[src/hdl/clipped_keyed_sprite_blit_defines.svh]
// Assertion macros used by the sprite blitter top level.
`ifndef CLIPPED_KEYED_SPRITE_BLIT_DEFINES_SVH
`define CLIPPED_KEYED_SPRITE_BLIT_DEFINES_SVH

`ifndef SYNTHESIS

// Same-cycle implication, disabled while reset is asserted.
`define CKB_ASSERT_IMP(label, clk, rst_n, pre, post) \
    label: assert property (@(posedge clk) disable iff (!(rst_n)) (pre) |-> (post)) \
        else $error("assertion failed: same-cycle implication");

// Next-cycle implication, disabled while reset is asserted.
`define CKB_ASSERT_NEXT(label, clk, rst_n, pre, post) \
    label: assert property (@(posedge clk) disable iff (!(rst_n)) (pre) |=> (post)) \
        else $error("assertion failed: next-cycle implication");

`else

`define CKB_ASSERT_IMP(label, clk, rst_n, pre, post)
`define CKB_ASSERT_NEXT(label, clk, rst_n, pre, post)

`endif

`endif

[src/hdl/ckblit_pkg.sv]
// Package with constants, register codes and types of the sprite blitter.
`timescale 1ns / 1ps

package ckblit_pkg;

    // Screen and atlas geometry.
    localparam int SCREEN_WIDTH  = 80;
    localparam int SCREEN_HEIGHT = 64;
    localparam int ATLAS_WIDTH   = 80;
    localparam int ATLAS_ROWS    = 256;
    localparam int ATLAS_SIZE    = ATLAS_ROWS * ATLAS_WIDTH;
    localparam int SCREEN_PIXELS = SCREEN_WIDTH * SCREEN_HEIGHT;

    // Field widths.
    localparam int PIXEL_W  = 32;
    localparam int ADDR_W   = 13;
    localparam int COLOR_W  = 16;
    localparam int FETCH_W  = 15;
    localparam int COUNT_W  = 7;
    localparam int DEST_W   = 8;
    localparam int SRCX_W   = 7;
    localparam int SRCY_W   = 8;
    localparam int LIN_W    = 16;
    localparam int POS_W    = DEST_W + 2;
    localparam int CFG_IDX_W  = 3;
    localparam int CFG_DATA_W = 8;
    localparam int OUT_DATA_W = 48;

    // Bit 31 of a source pixel marks it opaque.
    localparam int OPAQUE_BIT = 31;

    // Configuration register indexes.
    localparam logic [CFG_IDX_W-1:0] REG_DEST_X      = 3'd0;
    localparam logic [CFG_IDX_W-1:0] REG_DEST_Y      = 3'd1;
    localparam logic [CFG_IDX_W-1:0] REG_SOURCE_X    = 3'd2;
    localparam logic [CFG_IDX_W-1:0] REG_SOURCE_Y    = 3'd3;
    localparam logic [CFG_IDX_W-1:0] REG_RECT_WIDTH  = 3'd4;
    localparam logic [CFG_IDX_W-1:0] REG_RECT_HEIGHT = 3'd5;

    // Reset values of the rectangle size.
    localparam logic [COUNT_W-1:0] RESET_WIDTH  = 7'd80;
    localparam logic [COUNT_W-1:0] RESET_HEIGHT = 7'd32;

    typedef struct packed {
        logic [DEST_W-1:0]  dest_x;
        logic [DEST_W-1:0]  dest_y;
        logic [SRCX_W-1:0]  source_x;
        logic [SRCY_W-1:0]  source_y;
        logic [COUNT_W-1:0] rect_width;
        logic [COUNT_W-1:0] rect_height;
    } t_cfg;

    typedef struct packed {
        logic [COUNT_W-1:0] col;
        logic [COUNT_W-1:0] row;
    } t_pos;

    typedef struct packed {
        logic [ADDR_W-1:0]  fb_address;
        logic [COLOR_W-1:0] fb_color;
        logic               write_enable;
        logic [FETCH_W-1:0] fetch_index;
        logic               last_pixel;
    } t_result;

endpackage

[src/hdl/ckblit_pixel.sv]
// Per-pixel datapath: color conversion, clipping, address, counter step and atlas index.
`timescale 1ns / 1ps

module ckblit_pixel (
    input  ckblit_pkg::t_cfg                   i_cfg,
    input  ckblit_pkg::t_pos                   i_pos,
    input  logic [ckblit_pkg::PIXEL_W-1:0]     i_pixel,
    output ckblit_pkg::t_result                o_result,
    output ckblit_pkg::t_pos                   o_pos_next
);

    logic                                 empty;
    logic [15:0]                          rgb565;
    logic [ckblit_pkg::POS_W-1:0]         scr_col;
    logic [ckblit_pkg::POS_W-1:0]         scr_row;
    logic                                 on_screen;
    logic [ckblit_pkg::COUNT_W-1:0]       col_inc;
    logic [ckblit_pkg::COUNT_W-1:0]       row_inc;
    logic                                 wrap_row;
    logic                                 wrap_all;
    ckblit_pkg::t_pos                     pos_next;
    logic [ckblit_pkg::LIN_W-1:0]         lin;
    logic [ckblit_pkg::LIN_W-1:0]         lin_wrapped;
    logic [ckblit_pkg::ADDR_W-1:0]        addr;

    assign empty = (i_cfg.rect_width == '0) || (i_cfg.rect_height == '0);

    // 8-8-8 to 565, then swap the two bytes.
    assign rgb565 = {i_pixel[7:3], i_pixel[15:10], i_pixel[23:19]};
    assign o_result.fb_color = {rgb565[7:0], rgb565[15:8]};

    // Screen position of this pixel, signed destination plus counter.
    assign scr_col = {{2{i_cfg.dest_x[ckblit_pkg::DEST_W-1]}}, i_cfg.dest_x}
                   + {3'b000, i_pos.col};
    assign scr_row = {{2{i_cfg.dest_y[ckblit_pkg::DEST_W-1]}}, i_cfg.dest_y}
                   + {3'b000, i_pos.row};

    // Clip at the left, right, top and bottom edges; an empty rectangle is never on screen.
    assign on_screen = !empty
        && !scr_col[ckblit_pkg::POS_W-1]
        && (scr_col < ckblit_pkg::POS_W'(ckblit_pkg::SCREEN_WIDTH))
        && !scr_row[ckblit_pkg::POS_W-1]
        && (scr_row < ckblit_pkg::POS_W'(ckblit_pkg::SCREEN_HEIGHT));

    assign addr = ckblit_pkg::ADDR_W'(scr_row) * ckblit_pkg::ADDR_W'(ckblit_pkg::SCREEN_WIDTH)
                + ckblit_pkg::ADDR_W'(scr_col);
    assign o_result.fb_address   = on_screen ? addr : '0;
    assign o_result.write_enable = on_screen && i_pixel[ckblit_pkg::OPAQUE_BIT];

    // Raster step of the column and row counters.
    assign col_inc  = i_pos.col + 1'b1;
    assign row_inc  = i_pos.row + 1'b1;
    assign wrap_row = col_inc >= i_cfg.rect_width;
    assign wrap_all = wrap_row && (row_inc >= i_cfg.rect_height);

    always_comb begin
        pos_next.col = col_inc;
        pos_next.row = i_pos.row;
        if (empty) begin
            pos_next = '0;
        end else if (wrap_row) begin
            pos_next.col = '0;
            pos_next.row = wrap_all ? '0 : row_inc;
        end
    end

    assign o_pos_next          = pos_next;
    assign o_result.last_pixel = empty || wrap_all;

    // Atlas index of the next pixel; the sum stays below twice the atlas size.
    assign lin = (ckblit_pkg::LIN_W'(i_cfg.source_y) + ckblit_pkg::LIN_W'(pos_next.row))
               * ckblit_pkg::LIN_W'(ckblit_pkg::ATLAS_WIDTH)
               + ckblit_pkg::LIN_W'(i_cfg.source_x) + ckblit_pkg::LIN_W'(pos_next.col);
    assign lin_wrapped = (lin >= ckblit_pkg::LIN_W'(ckblit_pkg::ATLAS_SIZE))
                       ? lin - ckblit_pkg::LIN_W'(ckblit_pkg::ATLAS_SIZE) : lin;
    assign o_result.fetch_index = lin_wrapped[ckblit_pkg::FETCH_W-1:0];

endmodule

[src/hdl/clipped_keyed_sprite_blit.sv]
// Top level of the clipped, color-keyed sprite blitter.
//
// Channel   Dir  Handshake              Contents
// s_*       in   i_s_tvalid/o_s_tready  tdata: pixel_argb[31:0]
// m_*       out  o_m_tvalid/i_m_tready  tdata, tuser: write_enable, tlast: last_pixel
// cfg_*     in   i_cfg_valid/o_cfg_ready  register index and write data
//
// One pixel per cycle while the output is taken; each request passes through an input
// register and a result register with the per-pixel logic between them.
// While the result register is full and not taken, the input register still takes
// one request; after that the input stalls until the result is taken.
// Reset restores the register defaults and restarts the rectangle; a
// configuration write to a known register index restarts it as well.
`timescale 1ns / 1ps
`include "clipped_keyed_sprite_blit_defines.svh"

module clipped_keyed_sprite_blit (
    input  logic                                   i_clk,
    input  logic                                   i_rst_n,
    // Source pixel stream.
    input  logic                                   i_s_tvalid,
    output logic                                   o_s_tready,
    input  logic [ckblit_pkg::PIXEL_W-1:0]         i_s_tdata,   // [31:0] pixel_argb
    // Framebuffer write stream.
    output logic                                   o_m_tvalid,
    input  logic                                   i_m_tready,
    // [12:0] fb_address, [28:13] fb_color, [43:29] fetch_index, [47:44] zero
    output logic [ckblit_pkg::OUT_DATA_W-1:0]      o_m_tdata,
    output logic                                   o_m_tuser,   // [0] write_enable
    output logic                                   o_m_tlast,
    // Configuration writes.
    input  logic                                   i_cfg_valid,
    output logic                                   o_cfg_ready,
    input  logic [ckblit_pkg::CFG_IDX_W-1:0]       i_cfg_index,
    input  logic [ckblit_pkg::CFG_DATA_W-1:0]      i_cfg_data
);

    ckblit_pkg::t_cfg                       r_cfg;
    ckblit_pkg::t_pos                       r_pos;
    ckblit_pkg::t_pos                       pos_next;
    ckblit_pkg::t_result                    result;
    ckblit_pkg::t_result                    r_out;
    logic [ckblit_pkg::PIXEL_W-1:0]         r_pix;
    logic                                   r_pix_valid;
    logic                                   r_out_valid;
    logic                                   stage_free;
    logic                                   advance;
    logic                                   in_accept;
    logic                                   cfg_write;

    assign o_cfg_ready = 1'b1;
    assign cfg_write   = i_cfg_valid;

    // Handshake control of the two pipeline registers.
    assign stage_free = !r_out_valid || i_m_tready;
    assign o_s_tready = !r_pix_valid || stage_free;
    assign in_accept  = i_s_tvalid && o_s_tready;
    assign advance    = r_pix_valid && stage_free;

    // Configuration registers.
    always_ff @(posedge i_clk) begin
        if (!i_rst_n) begin
            r_cfg.dest_x      <= '0;
            r_cfg.dest_y      <= '0;
            r_cfg.source_x    <= '0;
            r_cfg.source_y    <= '0;
            r_cfg.rect_width  <= ckblit_pkg::RESET_WIDTH;
            r_cfg.rect_height <= ckblit_pkg::RESET_HEIGHT;
        end else if (cfg_write) begin
            case (i_cfg_index)
                ckblit_pkg::REG_DEST_X:      r_cfg.dest_x   <= i_cfg_data;
                ckblit_pkg::REG_DEST_Y:      r_cfg.dest_y   <= i_cfg_data;
                ckblit_pkg::REG_SOURCE_X:
                    r_cfg.source_x <= i_cfg_data[ckblit_pkg::SRCX_W-1:0];
                ckblit_pkg::REG_SOURCE_Y:    r_cfg.source_y <= i_cfg_data;
                ckblit_pkg::REG_RECT_WIDTH:
                    r_cfg.rect_width <= i_cfg_data[ckblit_pkg::COUNT_W-1:0];
                ckblit_pkg::REG_RECT_HEIGHT:
                    r_cfg.rect_height <= i_cfg_data[ckblit_pkg::COUNT_W-1:0];
                default: ;
            endcase
        end
    end

    // Raster counters; a write to a known register restarts the rectangle.
    always_ff @(posedge i_clk) begin
        if (!i_rst_n) begin
            r_pos <= '0;
        end else if (cfg_write && (i_cfg_index <= ckblit_pkg::REG_RECT_HEIGHT)) begin
            r_pos <= '0;
        end else if (advance) begin
            r_pos <= pos_next;
        end
    end

    // Input register.
    always_ff @(posedge i_clk) begin
        if (!i_rst_n) begin
            r_pix_valid <= 1'b0;
        end else if (in_accept) begin
            r_pix_valid <= 1'b1;
        end else if (advance) begin
            r_pix_valid <= 1'b0;
        end
    end

    always_ff @(posedge i_clk) begin
        if (in_accept) begin
            r_pix <= i_s_tdata;
        end
    end

    ckblit_pixel u_pixel (
        .i_cfg      (r_cfg),
        .i_pos      (r_pos),
        .i_pixel    (r_pix),
        .o_result   (result),
        .o_pos_next (pos_next)
    );

    // Result register.
    always_ff @(posedge i_clk) begin
        if (!i_rst_n) begin
            r_out_valid <= 1'b0;
        end else if (stage_free) begin
            r_out_valid <= r_pix_valid;
        end
    end

    always_ff @(posedge i_clk) begin
        if (advance) begin
            r_out <= result;
        end
    end

    assign o_m_tvalid = r_out_valid;
    assign o_m_tdata  = {4'b0000, r_out.fetch_index, r_out.fb_color, r_out.fb_address};
    assign o_m_tuser  = r_out.write_enable;
    assign o_m_tlast  = r_out.last_pixel;

    // Counters stay inside a non-empty rectangle.
    `CKB_ASSERT_IMP(a_col_in_rect, i_clk, i_rst_n,
        r_cfg.rect_width != '0, r_pos.col < r_cfg.rect_width)
    `CKB_ASSERT_IMP(a_row_in_rect, i_clk, i_rst_n,
        r_cfg.rect_height != '0, r_pos.row < r_cfg.rect_height)
    // A write only lands on the screen.
    `CKB_ASSERT_IMP(a_addr_on_screen, i_clk, i_rst_n,
        r_out_valid && r_out.write_enable,
        r_out.fb_address < ckblit_pkg::ADDR_W'(ckblit_pkg::SCREEN_PIXELS))
    // The last pixel of a rectangle restarts the raster.
    `CKB_ASSERT_NEXT(a_last_restarts, i_clk, i_rst_n,
        advance && result.last_pixel, r_pos == '0)
    // A pixel in the input register moves on when the result register is free.
    `CKB_ASSERT_NEXT(a_pipe_moves, i_clk, i_rst_n, advance, r_out_valid)

endmodule
[config.mk]
export PLATFORM = sky130hd
export DESIGN_NAME = clipped_keyed_sprite_blit
export DESIGN_NICKNAME = d
export VERILOG_FILES = /design/src/hdl/ckblit_pkg.sv /design/src/hdl/ckblit_pixel.sv /design/src/hdl/clipped_keyed_sprite_blit.sv
export VERILOG_INCLUDE_DIRS = /design/src /design/src/hdl
export SDC_FILE = /design/constraint.sdc
export NUM_CORES = 1
export LEC_CHECK = 0
export BUFFER_PORTS_ARGS = -buffer_cell sky130_fd_sc_hd__buf_4
export CAP_MARGIN = 0
export CORE_MARGIN = 3
export CORE_UTILIZATION = 53
export CTS_CLUSTER_DIAMETER = 100
export DETAILED_ROUTE_END_ITERATION = 16
export PLACE_DENSITY = 0.77
export SYNTH_ARGS = -nofsm -noshare
export SYNTH_HDL_FRONTEND = slang
export SYNTH_SLANG_ARGS = --single-unit
[constraint.sdc]
create_clock -name i_clk -period 7 [get_ports i_clk]
set_input_delay 1.4 -clock i_clk [delete_from_list [all_inputs] [get_ports i_clk]]
set_output_delay 1.4 -clock i_clk [all_outputs]
set_load 0.01 [all_outputs]
==> summary.md <==
| Metric | Value |
|---|---|
| Status | finished, final reports clean |
| Total GRT Usage | ~22% |
| Core Area | between 10000 and 15000 sq um |
| Routed len/inst | 16.3 um |
| Synthesized instance count | between 700 and 800 |
| IO Pins | 101 |
| Longest Clk Path Bufs | 2 |
| Layout Nets | 1039 |
| CP max stage cell | or4b_4 |
| Row count | 42 |
| Die height | ~120 um |
| Max-Cap Viols | 0 |
| Vias per inst | approximately 5.6 |
| # port buffers | 80 |
| Register bit total from synthesis | 124 |
| Fin. Hold Viols | 0 |
| Setup WS pre-CTS | -0.260 ns |
| Fin worst setup slack | about 0.25 ns |
| Die Width | 125 um |
| Clk slew on worst S/H paths | roughly 0.06 ns |
| CTS tree | yes |
| Final GP Congestion | slightly above 0.9 |
| DRC Markers | 0 |
| Layout Skew | between 0.008 and 0.009 ns |
| Clk root buf | clkbuf_16 |
| Min-Delay Path Class | register to register |
| Final Critical Period | roughly 6.8 ns |
| Placed insts | ~1000 |
| Clk sinks | 124 |
| CP Class | register to register |
| Synth cell count leaders | nand2_1 (110), ha_1 (81), edfxtp_1 (63) |
| Reg2Reg Setup Slack | roughly 0.25 ns |
| Vias in the first global route | a little under 6000 |
| YS warnings | 0 |
| Crit Path Max Fanout | 5 |
| VDD IR-drop max | around 0.18 mV |
| Most frequent cell after synthesis | nand2_1 |
| EDFF count, synth | 63 |
| Final cell count without fillers | 1089 |
| Initial DRT Pass Iterations | 5 |
| CTS Buf Count | 17 |
| Clock Latency Late Sink | 0.42 ns |
| Register area share after synthesis | approximately two fifths |
| Leakage | just over 4 nW |
| Area growth syn-to-layout | 26.2% |
| Die area | about 16000 sq um |
| Avg Synthesized Cell Area | between 9 and 10 sq um |
| Layout cells sized above 1 | a little under a quarter |
| ANT cells | 0 |
| Initial antenna violation count | 0 |
| Pin count of the biggest net entering global routing | 54 |
| Antenna Nets Post-Route | 0 |
| Startpoint class of the critical path | register |
| DRT Wirelength | roughly 18000 um |
| Hold_buf cts | 0 |
| Synthesized area | 7460 sq um |
| Async SR Flop Fraction | 0% |
| Rel. slew slack | around 29% |
| First-pass GRT wire length | between 20000 and 30000 um |
| DRT iter0 DRCs | approximately 360 |
| Initial Utilization | between 50% and 60% |
| Via Count | 6097 |
| Worst-margin pin slew | around 1.1 ns |
| Critical Path Most Common Cell | ha_2 |
| Total grt overflow | 0 |
| Setup-failing EPs final | 0 |
| Critical path capture point type | register |
| CP Data Arrival Time | ~7 ns |
| Period Utilization, post-route | between 90% and 100% |
| Post-synth top area cell | edfxtp_1 |
| Pins over their slew limit | 0 |
| DP HPWL | roughly 13000 um |
| Max Clock Freq | 148 MHz |
| Slowest cell delay on critical path | around 0.48 ns |
| Synth top area share | between 20% and 30% |
| Data required time at the worst endpoint | between 7 and 8 ns |
| # H-tree levels | 4 |
| Primary FF master, synth | edfxtp_1 |
| Synth cell types | between 50 and 60 |
| Power Density | roughly 190 nW/um^2 |
| Top cells by area, synth | edfxtp_1 (25%), dfxtp_1 (16%), ha_1 (14%), nand2_1 (5.5%), xnor2_1 (4.3%) |
## area by class of cell
class	count	area, sq um
well taps	176	220
clock buffers	20	437
clock inverters	12	124
multi-input cells	570	4330
flip-flops and latches	124	3120
inverters	59	221
fillers	977	4090
repair buffers	128	965
## layer usage
layer / global-route usage [%] / wire (um) / part of all wire [%] / vias to the layer above
met1: 28.6 / 7610 / 43 / 2876
met4: 7.87 / 402 / 2.3 / 0
met3: 4.37 / 1100 / 6.2 / 50
met2: 37.7 / 8620 / 49 / 236
li1: - / - / - / 2935
met5: 0 / 0 / 0 / -
## logic make-up (layout without fill, tap and decap cells)
family | Yosys count | in the layout | share of synthesized area (%)
other | 2 | 5 | 0.101
muxes | 9 | 9 | 1.21
xor gates and xnor gates | 50 | 50 | 5.87
and+or+nand+nor | 252 | 252 | 15.8
DFF | 124 | 124 | 41.7
buffers and inverters | 79 | 219 | 4.34
AOI/OAI and AO/OA | 163 | 163 | 14.7
adders and majority gates | 91 | 91 | 16.3
## final timing paths
check             endpoint  cells after the start  startpoint
min reg2reg  o_m_tdata[16]                      0    r_pix[3]
min          o_m_tdata[16]                      0    r_pix[3]
max reg2reg  o_m_tdata[42]                     30    r_pos[8]
max          o_m_tdata[42]                     30    r_pos[8]
## critical path: cells and delay by family (launching register included)
family                   cells  cell delay [ns]
AO/OA/AOI/OAI                9             1.83
XOR/XNOR                     3             0.46
flip-flops                   1             0.33
buffers and inverters        2             0.29
AND/OR/NAND/NOR              8             1.68
multiplexers                 1             0.23
adder cells (fa/ha/maj)      7             1.77
## cells in the final DEF, fill, tap and decap left out, types with 5 or more instances in the layout
cell / count
dfxtp_2: 6
nor2b_1: 16
o21bai_1: 10
and2_1: 6
edfxtp_1: 63
a21o_1: 15
fa_1: 8
xnor2_2: 7
nand2_1: 110
ha_4: 5
ha_1: 71
nand2b_1: 12
xnor2_1: 30
conb_1: 5
mux2i_1: 9
buf_4: 127
nor2_1: 47
inv_1: 58
ha_2: 5
xor2_1: 10
dfxtp_1: 55
a21oi_2: 7
o211ai_1: 8
o21ai_0: 22
nand3_1: 15
nor3_1: 16
clkbuf_16: 17
a21boi_0: 37
a21oi_1: 32
## stage by stage
stage               power [mW]  hold slack [ns]  TNS [ns]  util [%]  instance area, sq um
CTS                       1.79            0.419         0      67.6                  9130
global route              1.85            0.431    -0.107      69.7                  9420
floorplan                0.900            0.400         0         -                  7480
finish                    1.79            0.419         0      69.7                  9420
global placement         0.960            0.401   -0.0135      62.9                  8500
detailed placement       0.966            0.406    -0.482      62.9                  8500
## flip-flops by register name, indices dropped and copies added, names as in the netlist
register / count
r_pix: 17
o_m_tlast: 1
o_m_tuser: 1
o_m_tdata: 44
r_pos: 14
r_pix_valid: 1
r_cfg: 45
o_m_tvalid: 1
## power by group
| part | internal (mW) | switching (mW) |
|---|---|---|
| combinational | 0.0679 | 0.0888 |
| sequential | 0.793 | 0.0102 |
| clock | 0.519 | 0.310 |
| total | 1.38 | 0.409 |
## what timing repair did
item	4_1_cts	5_1_grt
setup buffers	1	8
endpoints found under the setup margin	2	2
resized for setup	15	47
pin swaps	5	34
No activity file was read; power rests on OpenSTA's default activity.
